[config.mk]
export PLATFORM = sky130hd
export DESIGN_NAME = multilevel_feedback_queue_scheduler_core
export DESIGN_NICKNAME = d
export VERILOG_FILES = /design/src/rtl/mfqs_pkg.sv /design/src/rtl/mfqs_ram.sv /design/src/rtl/multilevel_feedback_queue_scheduler_core.sv
export SDC_FILE = /design/constraint.sdc
export NUM_CORES = 2
export LEC_CHECK = 0
export BUFFER_PORTS_ARGS = -buffer_cell sky130_fd_sc_hd__buf_2
export CORE_UTILIZATION = 60
export DETAILED_ROUTE_END_ITERATION = 10
export PLACE_DENSITY_LB_ADDON = 0.05
export SETUP_SLACK_MARGIN = 0.05
export SYNTH_ARGS = -nofsm -noshare
export SYNTH_HDL_FRONTEND = slang
export SYNTH_SLANG_ARGS = --single-unit
[constraint.sdc]
create_clock -name i_clk -period 5.6 [get_ports i_clk]
set_input_delay 0.84 -clock i_clk [delete_from_list [all_inputs] [get_ports i_clk]]
set_output_delay 0.84 -clock i_clk [all_outputs]
set_load 0.01 [all_outputs]
[src/rtl/mfqs_pkg.sv]
// Shared constants and payload types of the three-level feedback scheduler.
`default_nettype none
package mfqs_pkg;
    localparam int MAX_PROCS = 32;
    localparam int ID_W      = $clog2(MAX_PROCS);
    localparam int CNT_W     = $clog2(MAX_PROCS + 1);
    localparam int TICK_BITS = 16;
    localparam int LEVELS    = 3;
    localparam int LVL_W     = 2;
    localparam int BURST_W   = 10;
    localparam int Q0_W      = 8;
    localparam int L1_W      = 10;
    localparam int CFG_W     = 10;
    localparam logic [BURST_W-1:0] COUNT_MAX = 10'd1023;
    localparam logic [0:0] REG_Q0 = 1'b0;
    localparam logic [0:0] REG_L1 = 1'b1;

    typedef struct packed {
        logic               arrival_valid;
        logic [4:0]         process_id;
        logic [BURST_W-1:0] burst_length;
    } t_in;

    typedef struct packed {
        logic [4:0] running_id;
        logic       idle;
        logic [1:0] run_level;
        logic       finished;
        logic       preempted;
    } t_out;

    typedef struct packed {
        logic [BURST_W-1:0]   burst;
        logic [BURST_W-1:0]   run_count;
        logic [TICK_BITS-1:0] stamp;
    } t_tbl;
endpackage
`default_nettype wire

[src/rtl/mfqs_ram.sv]
// Generic synchronous RAM, one write and one registered read port.
`default_nettype none
module mfqs_ram #(
    parameter int WIDTH = 8,
    parameter int DEPTH = 32,
    parameter int AW    = $clog2(DEPTH)
) (
    input  wire logic             i_clk,
    input  wire logic             i_we,
    input  wire logic [AW-1:0]    i_waddr,
    input  wire logic [WIDTH-1:0] i_wdata,
    input  wire logic             i_re,
    input  wire logic [AW-1:0]    i_raddr,
    output      logic [WIDTH-1:0] o_rdata
);
    logic [WIDTH-1:0] mem [DEPTH];

    always_ff @(posedge i_clk) begin
        if (i_we) begin
            mem[i_waddr] <= i_wdata;
        end
        if (i_re) begin
            o_rdata <= mem[i_raddr];
        end
    end
endmodule
`default_nettype wire

[src/rtl/multilevel_feedback_queue_scheduler_core.sv]
// Top level of the three-level feedback scheduler: sequencer over table and queue RAMs.
//
//  channel | direction | handshake           | payload
//  tick in | input     | i_valid / o_ready   | i_in  (mfqs_pkg::t_in)
//  result  | output    | o_valid / i_ready   | o_out (mfqs_pkg::t_out)
//  config  | input     | i_cfg_we            | i_cfg_idx, i_cfg_data
//
// A tick steps through selection, an optional preemption and pop, and the run step before
// its result is registered. Each ordered insertion reads the new stamp and shifts later queue
// entries up one slot until an older or equal stamp is found; a full level skips it. There are
// up to three insertions a tick: the arrival, the preempted and the demoted process.
// Reset is synchronous, active low, and needs no clearing pass.
// A new tick is taken while the previous result waits in the output register; the tick
// after it holds in its last cycle until that result is taken.
`default_nettype none
module multilevel_feedback_queue_scheduler_core (
    input  wire logic                      i_clk,
    input  wire logic                      i_rst_n,
    input  wire logic                      i_valid,
    output      logic                      o_ready,
    input  wire mfqs_pkg::t_in             i_in,
    output      logic                      o_valid,
    input  wire logic                      i_ready,
    output      mfqs_pkg::t_out            o_out,
    input  wire logic                      i_cfg_we,
    input  wire logic                      i_cfg_idx,
    input  wire logic [mfqs_pkg::CFG_W-1:0] i_cfg_data
);
    localparam int SAW = $clog2(mfqs_pkg::LEVELS * mfqs_pkg::MAX_PROCS);
    localparam int TW  = $bits(mfqs_pkg::t_tbl);

    localparam logic [3:0] S_IDLE = 4'd0;
    localparam logic [3:0] S_SEL  = 4'd1;
    localparam logic [3:0] S_PRE  = 4'd2;
    localparam logic [3:0] S_POPA = 4'd3;
    localparam logic [3:0] S_POPB = 4'd4;
    localparam logic [3:0] S_RUNA = 4'd5;
    localparam logic [3:0] S_RUNB = 4'd6;
    localparam logic [3:0] S_DONE = 4'd7;
    localparam logic [3:0] S_PUA  = 4'd8;
    localparam logic [3:0] S_PUB  = 4'd9;
    localparam logic [3:0] S_PUC  = 4'd10;
    localparam logic [3:0] S_PUD  = 4'd11;
    localparam logic [3:0] S_PUE  = 4'd12;

    logic [3:0] r_state, n_state, r_ret, n_ret;
    logic [mfqs_pkg::LVL_W-1:0] r_lv, n_lv, r_cur_level, n_cur_level;
    logic [mfqs_pkg::ID_W-1:0] r_pid, n_pid, r_cand, n_cand, r_cur, n_cur;
    logic [mfqs_pkg::CNT_W-1:0] r_pos, n_pos;
    logic [mfqs_pkg::TICK_BITS-1:0] r_new_stamp, n_new_stamp, r_tick, n_tick;
    logic [mfqs_pkg::ID_W-1:0] r_head [mfqs_pkg::LEVELS];
    logic [mfqs_pkg::ID_W-1:0] n_head [mfqs_pkg::LEVELS];
    logic [mfqs_pkg::CNT_W-1:0] r_cnt [mfqs_pkg::LEVELS];
    logic [mfqs_pkg::CNT_W-1:0] n_cnt [mfqs_pkg::LEVELS];
    logic r_cur_valid, n_cur_valid, r_acc, n_acc, r_pre, n_pre, r_out_valid, n_out_valid;
    logic [mfqs_pkg::Q0_W-1:0] r_q0;
    logic [mfqs_pkg::L1_W-1:0] r_l1;
    mfqs_pkg::t_out r_res, n_res, r_out, n_out;

    logic                       tbl_we, tbl_re, slot_we, slot_re;
    logic [mfqs_pkg::ID_W-1:0]  tbl_waddr, tbl_raddr;
    mfqs_pkg::t_tbl             tbl_wdata, tbl_q;
    logic [TW-1:0]              tbl_q_raw;
    logic [SAW-1:0]             slot_waddr, slot_raddr;
    logic [mfqs_pkg::ID_W-1:0]  slot_wdata, slot_q;

    logic [mfqs_pkg::ID_W-1:0]  ins_idx;
    logic [mfqs_pkg::BURST_W-1:0] rc;

    assign tbl_q = mfqs_pkg::t_tbl'(tbl_q_raw);

    mfqs_ram #(.WIDTH(TW), .DEPTH(mfqs_pkg::MAX_PROCS)) u_tbl (
        .i_clk  (i_clk),
        .i_we   (tbl_we),
        .i_waddr(tbl_waddr),
        .i_wdata(TW'(tbl_wdata)),
        .i_re   (tbl_re),
        .i_raddr(tbl_raddr),
        .o_rdata(tbl_q_raw)
    );

    mfqs_ram #(.WIDTH(mfqs_pkg::ID_W), .DEPTH(mfqs_pkg::LEVELS * mfqs_pkg::MAX_PROCS)) u_slot (
        .i_clk  (i_clk),
        .i_we   (slot_we),
        .i_waddr(slot_waddr),
        .i_wdata(slot_wdata),
        .i_re   (slot_re),
        .i_raddr(slot_raddr),
        .o_rdata(slot_q)
    );

    assign o_ready = (r_state == S_IDLE);
    assign o_valid = r_out_valid;
    assign o_out   = r_out;
    assign ins_idx = r_head[r_lv] + r_pos[mfqs_pkg::ID_W-1:0];

    always_comb begin
        n_state = r_state; n_ret = r_ret; n_lv = r_lv; n_pid = r_pid; n_cand = r_cand;
        n_cur = r_cur; n_cur_valid = r_cur_valid; n_cur_level = r_cur_level;
        n_pos = r_pos; n_new_stamp = r_new_stamp; n_tick = r_tick;
        n_head = r_head; n_cnt = r_cnt; n_acc = r_acc; n_pre = r_pre;
        n_res = r_res; n_out = r_out;
        n_out_valid = r_out_valid & ~i_ready;
        tbl_we = 1'b0; tbl_re = 1'b0; tbl_waddr = r_pid; tbl_raddr = r_pid;
        tbl_wdata = tbl_q;
        slot_we = 1'b0; slot_re = 1'b0;
        slot_waddr = {r_lv, ins_idx}; slot_raddr = {r_lv, r_head[r_lv]};
        slot_wdata = r_pid;
        rc = tbl_q.run_count;
        case (r_state)
            S_IDLE: begin
                if (i_valid) begin
                    n_pre = 1'b0;
                    n_acc = 1'b0;
                    n_state = S_SEL;
                    if (i_in.arrival_valid && r_cnt[0] < mfqs_pkg::CNT_W'(mfqs_pkg::MAX_PROCS)) begin
                        tbl_we = 1'b1;
                        tbl_waddr = i_in.process_id[mfqs_pkg::ID_W-1:0];
                        tbl_wdata = '{burst: i_in.burst_length, run_count: '0, stamp: r_tick};
                        n_acc = 1'b1;
                        n_lv = '0;
                        n_pid = i_in.process_id[mfqs_pkg::ID_W-1:0];
                        n_ret = S_SEL;
                        n_state = S_PUA;
                    end
                end
            end
            S_SEL: begin
                n_state = S_RUNA;
                if (!r_cur_valid) begin
                    if (r_cnt[0] != '0) begin
                        n_lv = 2'd0; n_state = S_POPA;
                    end else if (r_cnt[1] != '0) begin
                        n_lv = 2'd1; n_state = S_POPA;
                    end else if (r_cnt[2] != '0) begin
                        n_lv = 2'd2; n_state = S_POPA;
                    end
                end else if (r_acc && r_cur_level != 2'd0) begin
                    n_pre = 1'b1;
                    n_lv = r_cur_level;
                    n_pid = r_cur;
                    n_ret = S_PRE;
                    n_state = S_PUA;
                end
            end
            S_PRE: begin
                n_lv = 2'd0;
                n_state = S_POPA;
            end
            S_POPA: begin
                slot_re = 1'b1;
                n_state = S_POPB;
            end
            S_POPB: begin
                n_cur = slot_q;
                n_head[r_lv] = r_head[r_lv] + 1'b1;
                n_cnt[r_lv] = r_cnt[r_lv] - 1'b1;
                n_cur_valid = 1'b1;
                n_cur_level = r_lv;
                n_state = S_RUNA;
            end
            S_RUNA: begin
                if (r_cur_valid) begin
                    tbl_re = 1'b1;
                    tbl_raddr = r_cur;
                    n_state = S_RUNB;
                end else begin
                    n_res = '{running_id: '0, idle: 1'b1, run_level: '0,
                              finished: 1'b0, preempted: r_pre};
                    n_state = S_DONE;
                end
            end
            S_RUNB: begin
                if (rc < mfqs_pkg::COUNT_MAX) begin
                    rc = rc + 1'b1;
                end
                tbl_we = 1'b1;
                tbl_waddr = r_cur;
                tbl_wdata = '{burst: tbl_q.burst, run_count: rc, stamp: tbl_q.stamp};
                n_res = '{running_id: r_cur, idle: 1'b0, run_level: r_cur_level,
                          finished: 1'b0, preempted: r_pre};
                n_state = S_DONE;
                n_pid = r_cur;
                n_ret = S_DONE;
                if (rc >= tbl_q.burst) begin
                    n_res.finished = 1'b1;
                    n_cur_valid = 1'b0;
                end else if (r_cur_level == 2'd0 && rc == {2'b00, r_q0}) begin
                    n_cur_valid = 1'b0; n_lv = 2'd1; n_state = S_PUA;
                end else if (r_cur_level <= 2'd1 && rc == r_l1) begin
                    n_cur_valid = 1'b0; n_lv = 2'd2; n_state = S_PUA;
                end
            end
            S_DONE: begin
                if (!r_out_valid || i_ready) begin
                    n_out = r_res;
                    n_out_valid = 1'b1;
                    n_tick = r_tick + 1'b1;
                    n_state = S_IDLE;
                end
            end
            S_PUA: begin
                if (r_cnt[r_lv] >= mfqs_pkg::CNT_W'(mfqs_pkg::MAX_PROCS)) begin
                    n_state = r_ret;
                end else begin
                    tbl_re = 1'b1;
                    tbl_raddr = r_pid;
                    n_pos = r_cnt[r_lv];
                    n_state = S_PUB;
                end
            end
            S_PUB: begin
                n_new_stamp = tbl_q.stamp;
                n_state = S_PUC;
            end
            S_PUC: begin
                if (r_pos == '0) begin
                    slot_we = 1'b1;
                    n_cnt[r_lv] = r_cnt[r_lv] + 1'b1;
                    n_state = r_ret;
                end else begin
                    slot_re = 1'b1;
                    slot_raddr = {r_lv, ins_idx - 1'b1};
                    n_state = S_PUD;
                end
            end
            S_PUD: begin
                n_cand = slot_q;
                tbl_re = 1'b1;
                tbl_raddr = slot_q;
                n_state = S_PUE;
            end
            S_PUE: begin
                slot_we = 1'b1;
                if (tbl_q.stamp > r_new_stamp) begin
                    slot_wdata = r_cand;
                    n_pos = r_pos - 1'b1;
                    n_state = S_PUC;
                end else begin
                    n_cnt[r_lv] = r_cnt[r_lv] + 1'b1;
                    n_state = r_ret;
                end
            end
            default: begin
                n_state = S_IDLE;
            end
        endcase
    end

    always_ff @(posedge i_clk) begin
        if (!i_rst_n) begin
            r_state <= S_IDLE;
            r_ret <= S_IDLE;
            r_cur_valid <= 1'b0;
            r_cur_level <= '0;
            r_cur <= '0;
            r_tick <= '0;
            r_out_valid <= 1'b0;
            r_acc <= 1'b0;
            r_pre <= 1'b0;
            r_q0 <= 8'd2;
            r_l1 <= 10'd6;
            for (int i = 0; i < mfqs_pkg::LEVELS; i++) begin
                r_head[i] <= '0;
                r_cnt[i] <= '0;
            end
        end else begin
            r_state <= n_state;
            r_ret <= n_ret;
            r_cur_valid <= n_cur_valid;
            r_cur_level <= n_cur_level;
            r_cur <= n_cur;
            r_tick <= n_tick;
            r_out_valid <= n_out_valid;
            r_acc <= n_acc;
            r_pre <= n_pre;
            r_head <= n_head;
            r_cnt <= n_cnt;
            if (i_cfg_we) begin
                if (i_cfg_idx == mfqs_pkg::REG_Q0) begin
                    r_q0 <= i_cfg_data[mfqs_pkg::Q0_W-1:0];
                end else begin
                    r_l1 <= i_cfg_data[mfqs_pkg::L1_W-1:0];
                end
            end
        end
    end

    always_ff @(posedge i_clk) begin
        r_lv <= n_lv;
        r_pid <= n_pid;
        r_cand <= n_cand;
        r_pos <= n_pos;
        r_new_stamp <= n_new_stamp;
        r_res <= n_res;
        r_out <= n_out;
    end

    a_cnt_bound: assert property (@(posedge i_clk) disable iff (!i_rst_n)
        r_cnt[0] <= mfqs_pkg::CNT_W'(mfqs_pkg::MAX_PROCS)
        && r_cnt[1] <= mfqs_pkg::CNT_W'(mfqs_pkg::MAX_PROCS)
        && r_cnt[2] <= mfqs_pkg::CNT_W'(mfqs_pkg::MAX_PROCS))
        else $error("queue count overflow");
    a_cur_level: assert property (@(posedge i_clk) disable iff (!i_rst_n)
        r_cur_valid |-> r_cur_level != 2'd3)
        else $error("bad running level");
    a_take_busy: assert property (@(posedge i_clk) disable iff (!i_rst_n)
        (i_valid && o_ready) |=> !o_ready)
        else $error("second transaction taken mid-tick");
    a_pop_nonempty: assert property (@(posedge i_clk) disable iff (!i_rst_n)
        r_state == S_POPB |-> r_cnt[r_lv] != '0)
        else $error("pop from empty level");
endmodule
`default_nettype wire

## Yosys cells after proc, flatten, opt, wreduce, memory -nomap -nowiden

Memories as Yosys holds them, arrays and structs flattened. A register that Yosys moved wholly into a read port is not among the register bits.
Cells that the tools add are included.

| word-level totals | value |
|---|---|
| register bits | 140 |
| RAM bits | 1632 |
| input bits | 32 |
| memories kept | 2 |

| operators by class | value |
|---|---|
| add/sub/neg operators | 8 |
| magnitude comparators | 8 |
| equal/unequal tests | 29 |
| muxes and demuxes | 95 |
| bitwise gates (word level) | 4 |
| reduce and logical (&&, ||, !) cells | 34 |

Memory list:

| name | words | bits a word | rd ports | clocked after Yosys merged registers in | write ports | line | RTL |
|---|---|---|---|---|---|---|---|
| u_tbl.mem | 32 | 36 | 1 | 1 | 1 | mfqs_ram.sv:16 | `logic [WIDTH-1:0] mem [DEPTH];` |
| u_slot.mem | 96 | 5 | 1 | 1 | 1 | mfqs_ram.sv:16 |  |

Operators with widths:

| operator | number |
|---|---|
| 2-to-1 mux 36 bit | 2 |
| case mux 36 bit (2 select lines) | 1 |
| 2-to-1 mux 4 bit | 15 |
| 2-to-1 mux 5 bit | 12 |
| case mux 18 bit (3 select lines) | 1 |
| case mux 4 bit (13 select lines) | 1 |
| bitwise mux 18 bit | 2 |
| 2-to-1 mux 18 bit | 2 |
| 2-to-1 mux 10 bit | 3 |
| 2-to-1 mux 6 bit | 5 |
| == test 4 bit, second input constant | 5 |
| 2-to-1 mux 1 bit | 20 |
| 2-to-1 mux 2 bit | 10 |
| inequality test 2 bit, second input constant | 10 |
| case mux 10 bit (2 select lines) | 1 |
| case mux 5 bit (2 select lines) | 2 |
| nonzero test 6 bit | 3 |
| adder 16 x 1 -> 16 bit, second input constant | 1 |
| == test 4 x 3 -> 1 bit, second input constant | 4 |
| greater-than comparator 16 bit | 1 |
| bitwise mux 15 bit | 1 |
| case mux 5 bit (3 select lines) | 1 |
| AND reduction 2 bit | 7 |
| binary-select mux 6 bit (select 2 bit) | 1 |
| 46 further kinds | 67 |

## Longest topological paths before layout

| logic depth | value |
|---|---|
| word-level depth | 9 |
| depth in mapped cells | 21 |
| gate-level depth less buffers | 15 |

## Hierarchy

Synthesis repeated with hierarchy kept, for this count alone.

| unflattened totals | value |
|---|---|
| cells, all modules | 4482 |
| area total of the unflattened synthesis | 73569.3 um^2 |

By module, submodules not included:

| module | instances | cells each | area an instance (um^2) | seq. area each (um^2) |
|---|---|---|---|---|
| mfqs_ram (u_tbl) | 1 | 2536 | 45944.1 | 35674.2 |
| mfqs_ram (u_slot) | 1 | 939 | 19134.6 | 14564.0 |
| multilevel_feedback_queue_scheduler_core | 1 | 1007 | 8490.6 | 3323.2 |

## Worst setup path after synthesis

No wires, ideal clock.

| timing path | value |
|---|---|
| kind | in2reg |
| start point | input port i_in[15] (netlist name) |
| end point | memory u_tbl.mem[16][0] (netlist name) (enable) |
| arrival time | 4.155 ns |
| data required time | 5.171 ns |
| path slack | 1.016 ns |
| stages on the path | 9 |
| buffers on the path | 2 |
| path through | nor2b_1 -> and2_1 -> clkbuf_1 -> nand2_1 -> and3_1 -> a211o_1 -> or3_1 -> clkbuf_1 -> nor2_1 |

| between the ends | value |
|---|---|
| longest elaborated chain between the ends | 6 |

RTL lines:

| item | line | RTL |
|---|---|---|
| start: declaration | multilevel_feedback_queue_scheduler_core.sv:21 | `input wire mfqs_pkg::t_in i_in,` |
| logical AND 1 bit (*) | multilevel_feedback_queue_scheduler_core.sv:116 | `if (i_in.arrival_valid && r_cnt[0] < mfqs_pkg::CNT_W'(mfqs_pkg::MAX_PROCS)) begin` |
| 2-to-1 mux 1 bit | multilevel_feedback_queue_scheduler_core.sv:116 |  |
| 2-to-1 mux 1 bit | multilevel_feedback_queue_scheduler_core.sv:112 | `if (i_valid) begin` |
| case mux 1 bit (2 select lines) | multilevel_feedback_queue_scheduler_core.sv:110 | `case (r_state)` |
| 2-to-1 mux 1 bit | mfqs_ram.sv:19 | `if (i_we) begin` |
| 2-to-1 mux 1 bit (not written as such) | mfqs_ram.sv:20 | `mem[i_waddr] <= i_wdata;` |
| end: declaration | mfqs_ram.sv:16 |  |

Every way passes the cells marked *; elsewhere a longest branch is shown, timed or not.

## Final worst setup path

| timing path | value |
|---|---|
| start point | register r_lv[0] (netlist name) |
| end point | register u_slot.o_rdata[4] (read register of u_slot.mem) (data pin) |

| between the ends | value |
|---|---|
| longest elaborated chain between the ends | 8 |

RTL lines:

| item | line | RTL |
|---|---|---|
| start: declaration | multilevel_feedback_queue_scheduler_core.sv:47 | `logic [mfqs_pkg::LVL_W-1:0] r_lv, n_lv, r_cur_level, n_cur_level;` |
| start signal: assignment | multilevel_feedback_queue_scheduler_core.sv:290 | `r_lv <= n_lv;` |
| NOT 2 -> 3 bit (not written as such) | multilevel_feedback_queue_scheduler_core.sv:95, multilevel_feedback_queue_scheduler_core.sv:107 |  |
| binary-select mux 5 bit (select 2 bit) | multilevel_feedback_queue_scheduler_core.sv:95, multilevel_feedback_queue_scheduler_core.sv:107 |  |
| 2-to-1 mux 5 bit (not written as such) (2 in series) | multilevel_feedback_queue_scheduler_core.sv:95, multilevel_feedback_queue_scheduler_core.sv:107 |  |
| adder 5 bit | multilevel_feedback_queue_scheduler_core.sv:95 | `assign ins_idx = r_head[r_lv] + r_pos[mfqs_pkg::ID_W-1:0];` |
| subtractor 5 x 1 -> 5 bit | multilevel_feedback_queue_scheduler_core.sv:223 | `slot_raddr = {r_lv, ins_idx - 1'b1};` |
| 2-to-1 mux 5 bit | multilevel_feedback_queue_scheduler_core.sv:217 | `if (r_pos == '0) begin` |
| 2-to-1 mux 5 bit | multilevel_feedback_queue_scheduler_core.sv:110 |  |
| end: declaration | mfqs_ram.sv:14 | `output logic [WIDTH-1:0] o_rdata` |

Several ways; a longest one is shown, not always the timed one. The select of a mux whose other input is x is not followed.
A chain may end at the register's enable or synchronous reset.

==> impl_metrics.ini <==
[status]
status = complete, no violations

[timing]
clock_skew_ps = 26.9
worst_slew_pin_slew_ps = 1250
relSlewSlack_pct = 16.4
fmax_mhz = 200
min_period_ps = 4990
finalCritPeriodShare_pct = 89.2
setup_viol = 0
fin_setup_tns_ps = 0
finalHoldViolCount = 0
rsz0062_at_grt = false
drv_slew = 0

[pwr]
peakVddDrop_uv = 375
power_density_nw_per_um2 = 501
leakage_nw = 28.9

[setup_path]
slowest_stage = fa_1
cp-end-kind = register
critical_path.max_fanout = 95
r2r_start = r_lv[0]
path_cells = buf_4 > mux2i_1 > o2bb2ai_1 > buf_4 > fa_1 > inv_1 > ha_1 > inv_1 > mux2_8 > buf_12 > nand2_1 > and3_1 > a311oi_1 > a211oi_1 > nor3_1 > a2111o_1
worstReg2RegEnd = u_slot.o_rdata[4]
slowest_delay_ps = 630
required_ps = 6270
critPathArrivalTime_ps = 5670
r2r_cells = 16
regToRegSetupSlack_ps = 610
crit_type = reg2reg
cp-start-kind = register

[clock_tree]
post_cts_resized = 0
max-clock-path-buffers = 3
clk_latency_ps = 810
cts_hold_buf = 0
clk_pin_slew_ps = 70
cts_tree = yes
ctsRootBufferMaster = clkbuf_16
clock_sinks = 1812
cts.htree.levels = 4
cts_made_buffers = 182
post_cts_buffers = 0

[die]
initial_core_util_pct = 60.9
floorplan.rows = 128
core-area_um2 = 123000
ios = 44
die-area_um2 = 126000
die-height_um = 355
fp.dieW_um = 355

[yosys]
syn-instance-count = 5855
yosysTopAreaCellShare_pct = 69.5
syn_area_um2 = 74600
synth_flop_cell = edfxtp_1
seq_area_frac_synth_pct = 71.8
synth-seq-cells = 1812
yosys-top-cells-area = edfxtp_1, nand2_1, nand3_1
synth_cell_types = 78
synth-edff-count = 1727
synthArstFlopShare_pct = 0
syn_nets = 5926
ys_warn_count = 0
yosysTopAreaCell = edfxtp_1
avgSynthCellArea_um2 = 12.7

[global_route]
grt_use_total_pct = 31.8
grt_pass1_wl_um = 297000
overflow = 0
grt_antenna_before_repair = 3
grt_max_degree = 104
grt_pass1_vias = 46514

[drt]
dr.pass1.iters = 6
vias = 48734
drc = 0
via_per_inst = 6.37
drt_wl_total_um = 200000
first_iter_violations = 6039
ant_nets = 0
wl_per_cell_um = 26.1

[layout]
area_growth_pct = 11.9
final_layout_size_suffix_gt1_share_pct = 9.32
mostFrequentLayoutCells = edfxtp_1, nand2_1, nand3_1
final_util_pct = 68.1
final_common_cell = edfxtp_1
final_nets = 5948

[place]
port_buffers = 43
dp_hpwl_um = 112000
place_congestion = 0.893

[run]
drv_cap = 0

[hold_path]
hold_class = in2reg
min_path_cells = 3
hold-path-endpoint = r_l1[1]
min_from = i_cfg_data[1]
cell usage after synthesis, types with 7 or more instances:
| library cell | count |
|---|---|
| nand2b_1 | 14 |
| buf_1 | 36 |
| and2_1 | 47 |
| o211a_1 | 10 |
| a22oi_1 | 17 |
| mux2i_1 | 66 |
| a21oi_1 | 126 |
| nor3_1 | 29 |
| a221oi_1 | 39 |
| o21a_1 | 8 |
| clkbuf_1 | 208 |
| xnor2_1 | 42 |
| dfxtp_1 | 85 |
| nand4_1 | 27 |
| a31oi_1 | 8 |
| inv_1 | 56 |
| o31ai_1 | 41 |
| nand3_1 | 451 |
| nor2b_1 | 18 |
| nor2_1 | 185 |
| edfxtp_1 | 1727 |
| or3_1 | 7 |
| xor2_1 | 13 |
| a311oi_1 | 236 |
| nand2_1 | 1684 |
| and3_1 | 177 |
| a21boi_0 | 31 |
| o211ai_1 | 14 |
| a211oi_1 | 15 |
| a21o_1 | 8 |
| o21ai_0 | 72 |
| buf_2 | 143 |
| o311ai_1 | 35 |
| a32oi_1 | 43 |
| ha_1 | 38 |
critical path: cells and delay by family (launching register included):
kind	cells	cell delay, ps
buffers and inverters	5	1100
adders and majority gates	2	930
and+or+nand+nor	3	860
muxes	2	740
AOI/OAI and AO/OA	4	670
DFF	1	430
final cells by class:
cell class                      count  area (µm²)
Tap cell                         1625        2030
Sequential cell                  1812       53600
Inverter                           57         214
Multi-Input combinational cell   3594       19600
Clock buffer                      227        4890
Fill cell                        8680       39100
Clock inverter                    107         921
Antenna cell                        1        2.50
Timing Repair Buffer              230        2240
metal layers:
| metal | routed length, µm | track usage, % | up-vias |
|---|---|---|---|
| li1 | - | - | 21718 |
| met1 | 79400 | 43.6 | 24240 |
| met2 | 97800 | 52.3 | 2340 |
| met3 | 15600 | 4.32 | 436 |
| met4 | 7130 | 11.7 | 0 |
| met5 | 0 | 0 | - |
worst max path at each step:
stage | start | to | cells past startpoint
floorplan | i_in[15] | u_tbl.mem[16][0] | 9
global placement | r_lv[1] | u_slot.o_rdata[2] | 13
detailed placement | r_lv[0] | u_slot.o_rdata[3] | 16
CTS | r_lv[0] | u_slot.o_rdata[3] | 16
global route | r_lv[0] | u_slot.o_rdata[0] | 16
finish | r_lv[0] | u_slot.o_rdata[4] | 16
report_power, final:
group / total, mW / switching, mW / internal, mW
sequential: 17.5 / 0.306 / 17.2
combinational: 12.4 / 8.93 / 3.50
clock: 11.9 / 5.04 / 6.82
total: 41.8 / 14.3 / 27.5
per-stage QoR:
stage / hold slack (ps) / instance area (µm²) / setup WS, ps / instances / power, mW
2_1_floorplan: 400 / 74600 / 1020 / 5855 / 25.5
3_3_place_gp: 404 / 77600 / 782 / 7318 / 29.9
3_5_place_dp: 405 / 77600 / 731 / 7318 / 30.1
4_1_cts: 244 / 83400 / 691 / 7652 / 41.8
5_1_grt: 277 / 83400 / 369 / 7652 / 43.4
6_report: 295 / 83400 / 605 / 7653 / 41.8
registers in the layout (all words and copies together) (netlist names), 6 cells and up:
signal,cells
r_pos,6
o_out,10
r_res,10
u_slot.mem,480
u_tbl.o_rdata,36
r_head,15
r_q0,8
r_tick,16
r_cnt,18
r_new_stamp,16
u_tbl.mem,1152
r_l1,10
cells by family (layout without fill, tap and decap cells):
family                   count (synthesis)  in the layout  share of synthesized area (%)
AND/OR/NAND/NOR                       2663           2663                           15.3
AO/OA/AOI/OAI                          753            753                           7.64
adder cells (fa/ha/maj)                 39             39                          0.664
buffers and inverters                  449            621                           2.53
XOR/XNOR                                57             57                          0.706
other                                    0              1                              0
multiplexers                            82             82                           1.33
flip-flops                            1812           1812                           71.8
(Power assumes the default switching activity.)
